`src/rtl/scm_pkg.sv`:
```
// Shared constants and types of the stereo correlation meter.
package scm_pkg;

	localparam int MaxFrames  = 4096;
	localparam int SampleBits = 16;
	localparam int CountW     = $clog2(MaxFrames + 1);
	localparam int SqW        = 2 * SampleBits + CountW - 2;
	localparam int CrossW     = SqW + 1;
	localparam int WideW      = 64;
	localparam int DivW       = 66;

	localparam logic [15:0] SlowAlphaReset = 16'd65077;
	localparam logic [15:0] FastAlphaReset = 16'd52429;

	// Configuration register indexes.
	localparam logic [0:0] RegSlowAlpha = 1'b0;
	localparam logic [0:0] RegFastAlpha = 1'b1;

	// Input operation codes.
	localparam logic OpFrame = 1'b0;
	localparam logic OpTick  = 1'b1;

	// Datapath command, issued by the controller.
	typedef enum logic [3:0] {
		CMD_NONE,
		CMD_FRAME,
		CMD_LOAD,
		CMD_SQRT_LR,
		CMD_SQRT_STEP,
		CMD_MUL_DEN,
		CMD_DIV_COR_INIT,
		CMD_DIV_STEP,
		CMD_COR_DONE,
		CMD_WIDTH_INIT,
		CMD_WIDTH_DONE,
		CMD_BAL_SQRT,
		CMD_BAL_DIV_INIT,
		CMD_BAL_DONE,
		CMD_SMOOTH,
		CMD_FINISH
	} cmd_t;

	typedef struct packed {
		cmd_t       cmd;
		logic [1:0] sqrt_sel;
	} dp_ctrl_t;

	typedef struct packed {
		logic have_frames;
		logic unit_busy;
	} dp_stat_t;

endpackage

```
`src/rtl/scm_cfg_regs.sv`:
```
// Configuration registers of the stereo correlation meter.
module scm_cfg_regs (
	input  logic        clk,
	input  logic        arst_n,
	input  logic        cfg_we,
	input  logic [0:0]  cfg_index,
	input  logic [15:0] cfg_data,
	output logic [15:0] slow_alpha,
	output logic [15:0] fast_alpha
);
	import scm_pkg::*;

	logic [15:0] slow_q, fast_q;

	// Register writes by index.
	always_ff @(posedge clk or negedge arst_n) begin
		if (!arst_n) begin
			slow_q <= SlowAlphaReset;
			fast_q <= FastAlphaReset;
		end else if (cfg_we) begin
			unique case (cfg_index)
				RegSlowAlpha: slow_q <= cfg_data;
				RegFastAlpha: fast_q <= cfg_data;
				default: ;
			endcase
		end
	end

	assign slow_alpha = slow_q;
	assign fast_alpha = fast_q;
endmodule

```
`config.mk`:
```
export PLATFORM = sky130hd
export DESIGN_NAME = scm_cfg_regs
export DESIGN_NICKNAME = d
export VERILOG_FILES = /design/src/rtl/scm_pkg.sv /design/src/rtl/scm_cfg_regs.sv
export SDC_FILE = /design/constraint.sdc
export NUM_CORES = 1
export LEC_CHECK = 0
export BUFFER_PORTS_ARGS = -buffer_cell sky130_fd_sc_hd__buf_4
export CORE_ASPECT_RATIO = 0.9
export CORE_MARGIN = 2
export CORE_UTILIZATION = 46
export CTS_CLUSTER_SIZE = 16
export DETAILED_ROUTE_END_ITERATION = 8
export PLACE_DENSITY = 0.84
export SLEW_MARGIN = 20
export SYNTH_ARGS = -nofsm -noshare
export SYNTH_HDL_FRONTEND = slang
export SYNTH_SLANG_ARGS = --single-unit
```
`constraint.sdc`:
```
create_clock -name clk -period 0.8 [get_ports clk]
set_input_delay 0.16 -clock clk [delete_from_list [all_inputs] [get_ports clk]]
set_output_delay 0.16 -clock clk [all_outputs]
set_load 0.05 [all_outputs]
```
# After elaboration in Yosys (flattened, before gate mapping)
# Cells that the tools add are included.
# W data, S select, Z words.
[classes] n_reduce_logical=2 n_bitwise=1
[op_table] operator="$reduce_and A2 Y1" count=2
[op_table] operator="$not A1 Y1" count=1
[totals] out_inout_bits=32 regBits=32 wordCells=5

# Depth between registers and ports, before layout
[depth] depth_word=2 ltp_mapped=4

# Least setup slack after synthesis
# OpenSTA, ideal clock, no wires.
[synth_timing] path_kind="reg-to-reg" startpoint="register, netlist name slow_alpha[3]" endpoint="register slow_q[3], in the netlist slow_alpha[3]" t_arrival_ns=0.869 period_less_slack_ns=0.994 path_stages_with_launch=2 setup_time_ns=0.125 path_slack_ns=-0.194 path_cell_list="dfrtp_1 > mux2_4"
[synth_rtl] item="end signal, assigned" line="scm_cfg_regs.sv:18" source="slow_q <= SlowAlphaReset;"
[synth_rtl] item="end signal, assigned" line="scm_cfg_regs.sv:22" source="RegSlowAlpha: slow_q <= cfg_data;"
[synth_rtl] item="end, declared" line="scm_cfg_regs.sv:13" source="logic [15:0] slow_q, fast_q;"

# Final worst setup path
[layout_timing] startpoint="register fast_q[15], in the netlist fast_alpha[15]" endpoint="output port fast_alpha[15]"
[layout_rtl] item="start, declared" line="scm_cfg_regs.sv:13"
[layout_rtl] item="start signal, assigned" line="scm_cfg_regs.sv:19" source="fast_q <= FastAlphaReset;"
[layout_rtl] item="start signal, assigned" line="scm_cfg_regs.sv:23" source="RegFastAlpha: fast_q <= cfg_data;"
[layout_rtl] item="end, declared" line="scm_cfg_regs.sv:9" source="output logic [15:0] fast_alpha"
# No word-level cell between the ends.

==> flow_summary.yaml <==
logic_synthesis:
  yosysMostFrequentCell: "mux2_2"
  synth.area.top_cells: "dfstp_2 41%, dfrtp_1 24%, mux2_2 19%, mux2_4 12%, buf_6 2.6%"
  seq_area_frac_synth_pct: 64.64
  yosysTopAreaCellShare_pct: 41.14
  synth.net_count: 89
  postSynth.asyncResetShare_pct: 100.0
  synth_edf_count: 0
  synth_flop_cell: "dfstp_2"
  syn_area_per_cell_sq_um: 18.51
  yosys.area.top_type: "dfstp_2"
  synthCells: 69
  synthDistinctLibCells: 7
  synth_area_sq_mm: 0.001277
  synth-seq-cells: 32
  synth-warning-count: 0
  synth_commonest_cells: "22 x mux2_2, 20 x dfstp_2, 12 x dfrtp_1, 10 x mux2_4, 3 x buf_6"
finish:
  final_cells: 176
  nets: 165
  diodes: 0
  drive_above_1_share_pct: 98.63
  areaGrowthSynthToFinish_pct: 75.51
  design_area_sq_mm: 0.002242
  utilization_pct: 82.96
  regArea_sq_um: 840.8
  multi_input_area_sq_um: 486.7
  nFillCells: 146
timing:
  setup_violations: 45
  slew_headroom_pct: 74.37
  fin_ws_ns: -0.4126
  rsz0062_at_grt: "true"
  fin_tns_setup_ns: -12.06
  max_freq_mhz: 824.7
  tightest_slew_ns: 0.3845
  hold_viol: 0
  skew_ns: 0
  period_minus_slack_ns: 1.213
  finalCritPeriodShare_pct: 151.6
  slew_viol_final: 0
  hold_ws_ns: 0.06091
worst_setup_path:
  critPathRequiredTime_ns: 0.64
  crit_chain: "buf_8"
  cp-end-kind: "output pin"
  startpoint_type: "flop"
  critPathBufInv: 1
  cp.arrival_ns: 1.05
  cpMaxStageDelayCell: "dfstp_2"
  crit_type: "flop to output pin"
  path_max_fanout: 2
  critPathMaxStageDelay_ns: 0.57
  cp_top_family: "flip-flops"
power:
  irDropWorstVdd_v: 0.001401
  power_density_mw_per_mm2: 2510
  p_leak_nw: 1.075
grt:
  gr-total-overflow: 0
  antenna_found_initial: 0
  grt_pass1_vias: 974
  grt_usage_pct: 21.47
  grt_pass1_wl_um: 4809
  grt_max_degree: 33
route:
  first_pass_iters: 3
  wl_met2_um: 1499
  wl_met1_um: 1275
  wire_per_inst_um: 17.21
  finalWirelength_um: 3029
  top_layer_used: "met4"
  dr_total_vias: 875
  route.antenna.remaining_nets: 0
  drt_iter0_markers: 13
  drc: 0
  viasPerCell: 4.972
  route.met3.wl_um: 212
flow_run:
  max-cap-violations: 0
clock_network:
  cts_made_buffers: 5
  root_buffer: "clkbuf_4"
  clkLatencyLatePin_ns: 0.33
  cts_buffer_depth: 2
  cts.sinks: 32
  clk_pin_slew_ns: 0.10
  cts_tree: "yes"
  cts_max_level: 2
die:
  die_y_um: 54.00
  die_w_um: 59.55
  rows: 18
  start_util_pct: 47.27
  die_area_sq_mm: 0.003215
  ios: 52
  core_area_sq_mm: 0.002703
placement:
  place_inst: 157
  globalplace.congestion: 0.7644
  post-dp-hpwl_um: 1937
  numPortBuffers: 51
  postPlaceCellArea_sq_mm: 0.001844
run_status:
  status: "finished with violations"
  violations: "negative setup slack"
min_path:
  hp-class: "input port to flop"
-- registers in the layout, indices dropped and copies added (netlist names) --
signal and flops:
fast_alpha 16, slow_alpha 16
-- report_power, final --
part           switching, mW  internal, mW  total [mW]
clock network          0.534         0.517        1.05
registers              0.232          1.99        2.22
logic                   1.19          1.16        2.35
-- metal layers --
layer | up-vias | track usage [%]
li1 | 392 | -
met2 | 39 | 33.88
met5 | - | 0
met3 | 6 | 8.413
met1 | 438 | 27.83
met4 | 0 | 5.556
-- metrics by stage --
stage                     total power [mW]  setup WS (ns)
after global routing                 5.870        -0.4564
after detailed placement             4.054        -0.2629
after global placement               4.018        -0.2289
after CTS                            5.636        -0.4268
after floorplan                      3.431        -0.1603
final                                5.628        -0.4126
-- final timing paths --
| path | start | slack [ns] | to | cells past startpoint |
|---|---|---|---|---|
| worst max-delay path | fast_alpha[15] | -0.41 | fast_alpha[15] | 1 |
| worst min-delay path | cfg_data[4] | 0.06 | slow_alpha[4] | 2 |
| worst max register to register | slow_alpha[6] | -0.11 | slow_alpha[6] | 2 |
| worst min register to register | fast_alpha[5] | 0.54 | fast_alpha[5] | 1 |
| max in group asynchronous | arst_n | 0.16 | slow_alpha[13] | 2 |
| min in group asynchronous | arst_n | 0.31 | fast_alpha[8] | 2 |
-- area by class of cell --
cell class	instances	area share (%)
flip-flops and latches	32	37.50
repair buffers	72	36.05
multi-input cells	34	21.71
clock buffers	8	3.069
well taps	30	1.674
-- cell families (layout without fill, tap and decap cells) --
kind of cell  Yosys count  after routing  share of synthesized area [%]
buf+inv                 3             80                          2.644
flops                  32             32                          64.64
simple gates            2              2                          1.567
mux                    32             32                          31.15
-- what timing repair did --
item / in CTS / in global routing
endpoints found under the setup margin: 35 / 50
endpoints found under the hold margin: 12 / 0
hold buffers: 1 / 0
setup buffers: 11 / 4
gates cloned: 0 / 0
pin swaps: 0 / 0
resized for setup: 60 / 10
-- cell usage in the layout, fill, tap and decap left out --
master / netlist / final
dfrtp_2: 0 / 12
dlygate4sd3_1: 0 / 1
dfstp_2: 20 / 20
mux2_4: 10 / 27
clkbuf_4: 0 / 5
buf_4: 0 / 25
buf_6: 3 / 24
clkbuf_8: 0 / 2
buf_12: 0 / 2
nor2b_4: 1 / 1
clkbuf_1: 0 / 1
buf_8: 0 / 20
mux2_2: 22 / 5
nand2_4: 0 / 1
No activity file was read; power rests on OpenSTA's default activity.
