==> src/rtl/scm_pkg.sv <==
// Shared constants and types of the stereo correlation meter.
package scm_pkg;

	localparam int MaxFrames  = 4096;
	localparam int SampleBits = 16;
	localparam int CountW     = $clog2(MaxFrames + 1);
	localparam int SqW        = 2 * SampleBits + CountW - 2;
	localparam int CrossW     = SqW + 1;
	localparam int WideW      = 64;
	localparam int DivW       = 66;

	localparam logic [15:0] SlowAlphaReset = 16'd65077;
	localparam logic [15:0] FastAlphaReset = 16'd52429;

	// Configuration register indexes.
	localparam logic [0:0] RegSlowAlpha = 1'b0;
	localparam logic [0:0] RegFastAlpha = 1'b1;

	// Input operation codes.
	localparam logic OpFrame = 1'b0;
	localparam logic OpTick  = 1'b1;

	// Datapath command, issued by the controller.
	typedef enum logic [3:0] {
		CMD_NONE,
		CMD_FRAME,
		CMD_LOAD,
		CMD_SQRT_LR,
		CMD_SQRT_STEP,
		CMD_MUL_DEN,
		CMD_DIV_COR_INIT,
		CMD_DIV_STEP,
		CMD_COR_DONE,
		CMD_WIDTH_INIT,
		CMD_WIDTH_DONE,
		CMD_BAL_SQRT,
		CMD_BAL_DIV_INIT,
		CMD_BAL_DONE,
		CMD_SMOOTH,
		CMD_FINISH
	} cmd_t;

	typedef struct packed {
		cmd_t       cmd;
		logic [1:0] sqrt_sel;
	} dp_ctrl_t;

	typedef struct packed {
		logic have_frames;
		logic unit_busy;
	} dp_stat_t;

endpackage

==> src/rtl/scm_controller.sv <==
// Controller of the stereo correlation meter: handshake and tick sequencing.
module scm_controller (
	input  logic                clk,
	input  logic                arst_n,
	input  logic                in_valid,
	input  logic                in_op,
	output logic                in_ready,
	output logic                out_valid,
	input  logic                out_ready,
	input  scm_pkg::dp_stat_t   stat,
	output scm_pkg::dp_ctrl_t   ctrl
);
	import scm_pkg::*;

	typedef enum logic [4:0] {
		S_IDLE, S_LOAD, S_SQ_START, S_SQ_RUN, S_MUL, S_CDIV, S_CDIV_RUN, S_CDONE,
		S_WINIT, S_WSQ, S_WDONE, S_BSQ_START, S_BSQ_RUN, S_BDIV, S_BDIV_RUN, S_BDONE,
		S_SMOOTH, S_FINISH
	} state_t;

	state_t state_q;
	logic [1:0] sel_q;
	logic [1:0] smc_q;
	logic       out_valid_q;
	logic       busy_q;
	logic       load_out;

	assign in_ready  = !busy_q;
	assign out_valid = out_valid_q;
	// The finished meter moves to the output register once that register is free.
	assign load_out  = state_q == S_FINISH && (!out_valid_q || out_ready);

	always_comb begin
		ctrl.sqrt_sel = sel_q;
		unique case (state_q)
			S_IDLE:      ctrl.cmd = (in_valid && in_ready && in_op == OpFrame) ? CMD_FRAME : CMD_NONE;
			S_LOAD:      ctrl.cmd = CMD_LOAD;
			S_SQ_START, S_BSQ_START: ctrl.cmd = CMD_SQRT_LR;
			S_SQ_RUN, S_BSQ_RUN, S_WSQ: ctrl.cmd = stat.unit_busy ? CMD_SQRT_STEP : CMD_NONE;
			S_MUL:       ctrl.cmd = CMD_MUL_DEN;
			S_CDIV:      ctrl.cmd = CMD_DIV_COR_INIT;
			S_CDIV_RUN, S_BDIV_RUN: ctrl.cmd = stat.unit_busy ? CMD_DIV_STEP : CMD_NONE;
			S_CDONE:     ctrl.cmd = CMD_COR_DONE;
			S_WINIT:     ctrl.cmd = CMD_WIDTH_INIT;
			S_WDONE:     ctrl.cmd = CMD_WIDTH_DONE;
			S_BDIV:      ctrl.cmd = CMD_BAL_DIV_INIT;
			S_BDONE:     ctrl.cmd = CMD_BAL_DONE;
			S_SMOOTH:    ctrl.cmd = CMD_SMOOTH;
			S_FINISH:    ctrl.cmd = load_out ? CMD_FINISH : CMD_NONE;
			default:     ctrl.cmd = CMD_NONE;
		endcase
	end

	always_ff @(posedge clk or negedge arst_n) begin
		if (!arst_n) begin
			state_q <= S_IDLE;
			sel_q <= '0;
			smc_q <= '0;
			out_valid_q <= 1'b0;
			busy_q <= 1'b0;
		end else begin
			if (load_out)
				out_valid_q <= 1'b1;
			else if (out_valid_q && out_ready)
				out_valid_q <= 1'b0;
			unique case (state_q)
				S_IDLE: begin
					if (in_valid && in_ready && in_op == OpTick) begin
						busy_q <= 1'b1;
						state_q <= S_LOAD;
					end
				end
				S_LOAD: begin
					sel_q <= 2'd0;
					smc_q <= '0;
					state_q <= stat.have_frames ? S_SQ_START : S_SMOOTH;
				end
				S_SQ_START: state_q <= S_SQ_RUN;
				S_SQ_RUN: begin
					if (!stat.unit_busy) begin
						if (sel_q == 2'd0) begin
							sel_q <= 2'd1;
							state_q <= S_SQ_START;
						end else begin
							state_q <= S_MUL;
						end
					end
				end
				S_MUL:      state_q <= S_CDIV;
				S_CDIV:     state_q <= S_CDIV_RUN;
				S_CDIV_RUN: if (!stat.unit_busy) state_q <= S_CDONE;
				S_CDONE:    state_q <= S_WINIT;
				S_WINIT:    state_q <= S_WSQ;
				S_WSQ:      if (!stat.unit_busy) state_q <= S_WDONE;
				S_WDONE: begin
					sel_q <= 2'd2;
					state_q <= S_BSQ_START;
				end
				S_BSQ_START: state_q <= S_BSQ_RUN;
				S_BSQ_RUN: begin
					if (!stat.unit_busy) begin
						if (sel_q == 2'd2) begin
							sel_q <= 2'd3;
							state_q <= S_BSQ_START;
						end else begin
							state_q <= S_BDIV;
						end
					end
				end
				S_BDIV:     state_q <= S_BDIV_RUN;
				S_BDIV_RUN: if (!stat.unit_busy) state_q <= S_BDONE;
				S_BDONE:    state_q <= S_SMOOTH;
				S_SMOOTH: begin
					smc_q <= smc_q + 2'd1;
					if (smc_q == 2'd2)
						state_q <= S_FINISH;
				end
				S_FINISH: begin
					if (load_out) begin
						busy_q <= 1'b0;
						state_q <= S_IDLE;
					end
				end
				default: state_q <= S_IDLE;
			endcase
		end
	end

	// A waiting result stays until the receiver takes it.
	a_hold: assert property (@(posedge clk) disable iff (!arst_n)
		out_valid_q && !out_ready |=> out_valid_q) else $error("result dropped while stalled");
	// A result appears only when the output register is loaded.
	a_result: assert property (@(posedge clk) disable iff (!arst_n)
		$rose(out_valid_q) |-> $past(state_q) == S_FINISH) else $error("stray result");
	// Every state but idle has the busy flag set.
	a_busy: assert property (@(posedge clk) disable iff (!arst_n)
		state_q != S_IDLE |-> busy_q) else $error("busy flag mismatch");
endmodule

==> config.mk <==
export PLATFORM = sky130hd
export DESIGN_NAME = scm_controller
export DESIGN_NICKNAME = d
export VERILOG_FILES = /design/src/rtl/scm_pkg.sv /design/src/rtl/scm_controller.sv
export SDC_FILE = /design/constraint.sdc
export NUM_CORES = 1
export LEC_CHECK = 0
export BUFFER_PORTS_ARGS = -buffer_cell sky130_fd_sc_hd__buf_4
export CAP_MARGIN = 0
export CORE_ASPECT_RATIO = 1.2
export CORE_MARGIN = 2
export CORE_UTILIZATION = 30
export CTS_CLUSTER_DIAMETER = 120
export DETAILED_ROUTE_END_ITERATION = 10
export PLACE_DENSITY_LB_ADDON = 0.08
export SYNTH_ARGS = -nofsm -noshare
export SYNTH_HDL_FRONTEND = slang
export SYNTH_SLANG_ARGS = --single-unit
==> constraint.sdc <==
create_clock -name clk -period 1.8 [get_ports clk]
set_input_delay 0.09 -clock clk [delete_from_list [all_inputs] [get_ports clk]]
set_output_delay 0.09 -clock clk [all_outputs]
set_load 0.005 [all_outputs]
After elaboration in Yosys (flattened, before gate mapping)
Cells that the tools add are included.
Word-level totals
  memories kept: 0
  RAM bits: 0
  output and inout bits: 8
  bits in read-only memories: 0
  latch bits: 0
  word-level logic and storage cells: 84
  flip-flop bits (word level): 11
Operators by class
  order comparisons: 0
  bitwise gates (word level): 1
  multiply operators: 0
  div/mod/pow operators: 0
  shifts and indexed selects: 0
  reductions and logical operators: 20
  eq/ne operators: 29
  add/subtract/negate cells: 1
  muxes and demuxes: 28
Operators by type and width (number)
  case mux 5 bit (18 select lines): 1
  case mux 4 bit (14 select lines): 1
  2-to-1 mux 5 bit: 9
  == test 5 x 4 -> 1 bit (second input constant): 8
  == test 5 x 3 -> 1 bit (second input constant): 4
  inequality test 2 bit (second input constant): 10
  2-to-1 mux 3 bit: 4
  == test 5 x 2 -> 1 bit (second input constant): 2
  == test 5 bit (second input constant): 2
  2-to-1 mux 2 bit: 4
  case mux 2 bit (4 select lines): 1
  AND reduction 8 bit: 1
  nonzero test 2 bit: 3
  == test 5 x 1 -> 1 bit (second input constant): 1
  logical AND 1 bit: 5
  zero test 5 bit: 1
  2-to-1 mux 1 bit: 5
  AND reduction 5 bit: 1
  == test 2 bit (second input constant): 2
  2-to-1 mux 4 bit: 1
  case mux 2 bit (2 select lines): 1
  nonzero test 4 bit: 1
  OR reduction 2 bit: 2
  AND reduction 3 bit: 1
  7 further kinds: 8

Longest topological paths before layout
Gate-level depths: netlist (run 1).
  word-level depth: 5
  mapped depth: 7
  mapped depth without buffers: 6

Worst setup path before layout (run 1)
No wires, ideal clock.
  path kind: reg2reg
  start: register state_q[2]
  end: register state_q[0]
  path slack: 0.241 ns
  path buffers: 2
  cell stages (with the launch flop): 6
  library setup time: 0.125 ns
  period minus slack after synthesis: 1.559 ns
  data required time: 1.675 ns
  arrival: 1.434 ns
  path through: dfrtp_1 > buf_6 > or3_1 > buf_6 > o21ai_4 > mux2_4
On the way
  longest elaborated chain between the ends: 4
Ends and longest elaborated chain
  start: declaration: RTL line scm_controller.sv:21  | state_t state_q;
  start signal: assignment: RTL line scm_controller.sv:76  | state_q <= stat.have_frames ? S_SQ_START : S_SMOOTH;
  == test 5 bit: RTL line scm_controller.sv:31, scm_controller.sv:66
  logical AND 1 bit: RTL line scm_controller.sv:31  | assign load_out = state_q == S_FINISH && (!out_valid_q || out_ready);
  inequality test 2 bit (no source line)
  AND reduction 8 bit (no source line)
Parallel ways exist; a longest one is shown, timed or not.
A chain may end at the register's enable or synchronous reset.

==> results of run 1 <==
layout make-up:
cell class                      instances  area, µm²
Tap cell                               36      45.04
Fill cell                             326       1785
Clock buffer                            4      26.28
Timing Repair Buffer                   39      292.8
Inverter                                8      30.03
Multi-Input combinational cell         88      598.1
Sequential cell                        11      277.8
layout by cell type (no fill, tap or decap), types with 2 or more instances in the layout:
cell       instances
a21oi_1            6
a22o_1             3
a22oi_1            3
a32oi_1            2
buf_4             37
clkbuf_4           3
dfrtp_1            9
dfrtp_2            2
inv_1              7
nand2_1           13
nand3_1            5
nor2_1             5
nor2_2             2
nor2b_1            2
nor3_2             2
o2111ai_1          2
o211ai_1           2
o21ai_0           10
o21ai_1            3
o31ai_1            2
metal layers:
layer / track usage [%] / wire length, µm / vias up
li1: - / - / 507
met1: 23.57 / 1431 / 476
met2: 29.17 / 1484 / 22
met3: 2.544 / 106 / 0
met4: 2.744 / 0 / 0
met5: 0 / 0 / -
timing repair:
action,CTS,global route
gates cloned,0,0
setup endpoints to repair,2,3
endpoints found under the hold margin,11,0
pin swaps,1,3
hold buffers,1,0
resized for setup,6,5
buffers inserted,3,4
cells by family (layout without fill, tap and decap cells):
family / after synthesis / count (layout) / synth area share [%]
fa+ha+maj: 1 / 1 / 1.307
buf+inv: 19 / 51 / 11.24
flops: 11 / 11 / 28.76
simple gates: 35 / 35 / 18.17
xor+xnor: 2 / 2 / 1.830
mux: 2 / 2 / 2.614
compound gates: 48 / 48 / 36.08
power by group:
part           leakage [µW]  internal (µW)  switching, µW
combinational      0.000399            848            882
clock             0.0000150           86.0            104
sequential         0.000140            348            127
registers in the layout, summed over array words and instances (netlist names):
signal     cells
sel_q          2
busy_q         1
state_q        5
out_valid      1
smc_q          2
per-stage QoR:
step,instances,setup WS (ns)
4_1_cts,182,0.001064
3_3_place_gp,174,0.08935
5_1_grt,186,-0.06223
3_5_place_dp,174,0.1332
2_1_floorplan,118,0.2413
6_report,186,0.002184
tightest hold or removal path: cells and delay by family:
kind | cells | cell delay (ns)
AOI/OAI and AO/OA | 2 | 0.21
buffers and inverters | 1 | 0.09
worst min path at each step:
stage / startpoint / cells after the start / endpoint
after floorplan: arst_n / 0 / busy_q$_DFFE_PN0P_
after global placement: arst_n / 1 / state_q[4]$_DFFE_PN0P_
after detailed placement: arst_n / 1 / sel_q[1]$_DFFE_PN0P_
after CTS: in_valid / 3 / busy_q$_DFFE_PN0P_
after global routing: in_valid / 3 / busy_q$_DFFE_PN0P_
final: in_valid / 3 / busy_q$_DFFE_PN0P_
==> flow_metrics.py, run 1 <==
metrics = {
    "critical_path": {
        "cp_top_family": "simple AND/OR/NAND/NOR gates",
        "crit_slowest_cell": "dfrtp_2",
        "worstPathCellList": "or3_4 > a21oi_4 > nand2_1 > o21ai_1 > o2bb2ai_1 > buf_4",
        "crit_start": "state_q[3]$_DFFE_PN0P_",
        "path_class": "flop to primary output",
        "crit_fanout": 6,
        "cp-end-kind": "primary output",
        "r2r-end": "state_q[0]$_DFFE_PN0P_",
        "cp.arrival_ns": 1.71,
        "cp.required_ns": 1.71,
        "path_depth": 6,
        "reg2reg_depth": 4,
        "rrSetupSlack_ns": 0.10,
        "regToRegStartpoint": "state_q[3]$_DFFE_PN0P_",
        "max_stage_delay_ns": 0.45,
        "cp_num_buf_inv": 1,
        "crit_end": "ctrl[2]",
        "setup.worst_path.start_class": "flop",
    },
    "logic_synthesis": {
        "synth-edff-count": 0,
        "syn-num-nets": 126,
        "yosys_warnings": 0,
        "syn-cell-area_um2": 957.2,
        "yosys-top-cells-area": "dfrtp_1 (29%), o21ai_0 (6.3%), nand2_1 (5.1%)",
        "yosysMostFrequentCell": "nand2_1",
        "synth_cell_types": 46,
        "seq_area_frac_synth_pct": 28.76,
        "yosysTopAreaCellShare_pct": 28.76,
        "synthFlopType": "dfrtp_1",
        "synth_largest_area_cell": "dfrtp_1",
        "synth_seq_cells": 11,
        "syn_inst": 118,
        "synthArstFlopShare_pct": 100.0,
        "synth_area_per_cell_um2": 8.112,
        "synthTopCellsByCount": "nand2_1 (13), o21ai_0 (12), dfrtp_1 (11), inv_1 (8), nor2_1 (7)",
    },
    "placement": {
        "port_buffers": 14,
        "gp_congestion": 0.8289,
        "dpl.hpwl_um": 2202,
        "place_area_mm2": 0.001157,
    },
    "global_routing": {
        "grt_pass1_vias": 977,
        "grt_max_degree": 12,
        "antenna_found_initial": 0,
        "grt_usage_pct": 17.23,
        "grt_pass1_wl_um": 4961,
        "overflow": 0,
    },
    "die": {
        "start_util_pct": 31.33,
        "core_region_area_mm2": 0.003055,
        "rows": 22,
        "fp.dieW_um": 55.57,
        "fp.dieArea_mm2": 0.003660,
        "io_pins": 15,
        "die_y_um": 65.88,
    },
    "routing": {
        "vias": 1005,
        "dr.pass1.iters": 6,
        "routedWlPerCell_um": 16.25,
        "drtIter0Drc": 38,
        "drtAntennaViolNets": 0,
        "wl_um": 3022,
        "route.detailed.drc": 0,
        "vias_per_cell": 5.403,
    },
    "finish": {
        "area_growth_syn_to_layout_pct": 32.68,
        "final_cell_area_mm2": 0.001270,
        "drive_above_1_share_pct": 36.67,
        "fin_nets": 159,
        "final_util_pct": 41.56,
        "n_antenna_cell": 0,
    },
    "pwr": {
        "power_leakage_uw": 0.0005534,
        "vdd_drop_max_mv": 0.8819,
        "finalPower_uw": 2395,
        "powerDensity_mw_per_mm2": 1886,
    },
    "sta": {
        "max_slew_margin_pct": 79.01,
        "fmax_ghz": 0.5562,
        "period_share_pct": 99.88,
        "period_needed_ns": 1.798,
        "skew_ns": 0.007629,
        "rsz0062_at_grt": "yes",
        "setup_violations": 0,
        "hold_viol": 0,
        "setup_tns_ns": 0,
        "drv_slew": 0,
        "tightestPinTransition_ns": 0.3116,
        "hold-worst-slack_ns": 0.1413,
    },
    "clock_tree": {
        "clock-sinks": 11,
        "clk_pin_slew_ns": 0.09,
        "cts_htree_levels": 1,
        "numCtsBuffers": 3,
        "clk_latency_ns": 0.28,
        "ctsLongestPathBuffers": 2,
        "root_buffer": "clkbuf_4",
        "cts_tree": "done",
    },
    "flow_run": {
        "max-cap-violations": 0,
    },
    "min_path": {
        "min_path_type": "input port to flop",
    },
    "outcome": {
        "outcome": "finished, final reports clean",
    },
}
Note: power is estimated with default switching activity, not from simulation.
==> run 2, diff against run 1 <==
--- a/config.mk
+++ b/config.mk
@@ -7,7 +7,7 @@
 export LEC_CHECK = 0
 export BUFFER_PORTS_ARGS = -buffer_cell sky130_fd_sc_hd__buf_4
 export CAP_MARGIN = 0
-export CORE_ASPECT_RATIO = 1.2
+export CORE_ASPECT_RATIO = 0.5
 export CORE_MARGIN = 2
 export CORE_UTILIZATION = 30
 export CTS_CLUSTER_DIAMETER = 120
==> run 2 against run 1 <==
  * Clock-buffer cell count unchanged
  * Die area up 0.69%
  * Final cell count down 1.1%
  * Critical path depth unchanged
  * Critical endpoint unchanged
  * Sequential share of layout area up 0.38 points
  * Largest power group unchanged
  * Critical path type unchanged
  * Fmax up 2.5%
==> flow_metrics.py, run 2 (synthesized netlist as in run 1, its figures left out) <==
metrics = {
    "sta": {
        "period_share_pct": 97.41,
        "worst_slack_ns": 0.04666,
        "skew_ns": 0.005040,
        "fmax_ghz": 0.5703,
        "drv_slew": 0,
        "period_needed_ns": 1.753,
        "rsz0062_at_grt": "yes",
        "max_slew_margin_pct": 78.08,
        "hold-worst-slack_ns": 0.2019,
        "tightestPinTransition_ns": 0.3247,
        "hold_viol": 0,
        "setup_tns_ns": 0,
        "setup_violations": 0,
    },
    "critical_path": {
        "cp_num_buf_inv": 1,
        "cp_top_family": "simple AND/OR/NAND/NOR gates",
        "crit_fanout": 7,
        "setup.worst_path.start_class": "flop",
        "rrSetupSlack_ns": 0.12,
        "r2r-end": "state_q[0]$_DFFE_PN0P_",
        "cp.required_ns": 1.71,
        "reg2reg_depth": 4,
        "max_stage_delay_ns": 0.45,
        "regToRegStartpoint": "state_q[3]$_DFFE_PN0P_",
        "path_class": "flop to primary output",
        "cp.arrival_ns": 1.66,
        "worstPathCellList": "or3_4 > a21oi_4 > nand2_1 > o21ai_1 > o2bb2ai_1 > buf_4",
        "crit_slowest_cell": "dfrtp_2",
        "cp-end-kind": "primary output",
    },
    "routing": {
        "routedWlPerCell_um": 15.77,
        "route.detailed.drc": 0,
        "dr.pass1.iters": 4,
        "drtAntennaViolNets": 0,
        "vias": 990,
        "drtIter0Drc": 74,
        "wl_um": 2901,
        "vias_per_cell": 5.380,
    },
    "global_routing": {
        "overflow": 0,
        "grt_max_degree": 12,
        "antenna_found_initial": 0,
        "grt_pass1_vias": 913,
        "grt_usage_pct": 16.27,
        "grt_pass1_wl_um": 4636,
    },
    "min_path": {
        "min-delay-start": "in_valid",
        "min_path_type": "input port to flop",
        "hold_depth": 3,
        "whs_endpoint": "busy_q$_DFFE_PN0P_",
    },
    "placement": {
        "pre_cts_slack_ns": 0.1440,
        "dpl.hpwl_um": 2201,
        "dp.cells": 177,
        "gp_congestion": 0.8349,
        "port_buffers": 14,
    },
    "outcome": {
        "outcome": "finished, final reports clean",
    },
    "pwr": {
        "vdd_drop_max_mv": 0.6513,
        "powerDensity_mw_per_mm2": 1882,
        "power_leakage_uw": 0.0005319,
    },
    "finish": {
        "reg.largest.list": "state_q (5), sel_q (2), smc_q (2)",
        "fin_nets": 153,
        "final_util_pct": 41.37,
        "final_common_cell": "buf_4",
        "area_growth_syn_to_layout_pct": 30.98,
        "fin_cells": 184,
        "final_cell_mix": "buf_4 (31), nand2_1 (13), o21ai_0 (11)",
        "top_register": "state_q",
        "largest_reg_flops": 5,
        "n_antenna_cell": 0,
        "drive_above_1_share_pct": 33.33,
    },
    "die": {
        "core_region_area_mm2": 0.003030,
        "io_pins": 15,
        "fp.dieW_um": 83.88,
        "fp.dieArea_mm2": 0.003686,
        "die_y_um": 43.94,
        "start_util_pct": 31.59,
        "rows": 14,
    },
    "flow_run": {
        "max-cap-violations": 0,
    },
    "clock_tree": {
        "numCtsBuffers": 3,
        "ctsLongestPathBuffers": 2,
        "clk_pin_slew_ns": 0.06,
        "cts_tree": "done",
        "root_buffer": "clkbuf_8",
        "cts_htree_levels": 1,
        "clock-sinks": 11,
        "clk_latency_ns": 0.25,
    },
}
[run 2: cell count changes in the layout (fill, tap and decap cells not counted), sizes merged]
cell    change
buf         -5
clkbuf      -1
[run 2: repair_timing]
action	CTS	global route
setup endpoints to repair	1	2
resized for setup	3	6
pin swaps	0	1
cloned	0	0
hold buffers	1	0
buffers inserted	0	2
hold endpoints to repair	11	0
[run 2: worst max-delay path by stage]
stage | to | cells past startpoint | slack (ns) | start
after floorplan | state_q[0]$_DFFE_PN0P_ | 5 | 0.24 | state_q[2]$_DFFE_PN0P_
after global placement | state_q[0]$_DFFE_PN0P_ | 5 | 0.1 | state_q[0]$_DFFE_PN0P_
after detailed placement | state_q[0]$_DFFE_PN0P_ | 5 | 0.14 | state_q[0]$_DFFE_PN0P_
after CTS | ctrl[2] | 6 | 0.02 | state_q[3]$_DFFE_PN0P_
after global routing | ctrl[2] | 7 | -0.01 | state_q[2]$_DFFE_PN0P_
final | ctrl[2] | 6 | 0.05 | state_q[3]$_DFFE_PN0P_
[run 2: per-layer routing]
metal  global-route usage, %  routed length (µm)
met1                   23.09                1551
met4                   2.903                   0
met2                   25.76                1180
met3                   4.000                 170
met5                       0                   0
[run 2: layout make-up]
type | instances | area (µm²)
clock buffers | 4 | 45.04
fillers | 327 | 1777
inverters | 8 | 30.03
multi-input cells | 88 | 595.6
flip-flops and latches | 11 | 279.0
well taps | 40 | 50.05
repair buffers | 33 | 254.0
[run 2: metrics by stage]
step / total power (µW) / instance area [µm²]
global placement: 2004 / 1155
floorplan: 1492 / 957.2
detailed placement: 1980 / 1155
global route: 2530 / 1254
finish: 2359 / 1254
CTS: 2279 / 1219
[run 2: worst reg2reg max path, stage by stage, from the launching register on]
cell and delay (ns):
dfrtp_2 0.45, or3_4 0.44, buf_4 0.16, o21ai_4 0.20
mux2_4 0.31
[run 2: where the power goes]
group	switching (µW)	total [µW]	internal [µW]
registers	143	494	351
clock network	112	268	157
logic	824	1600	772
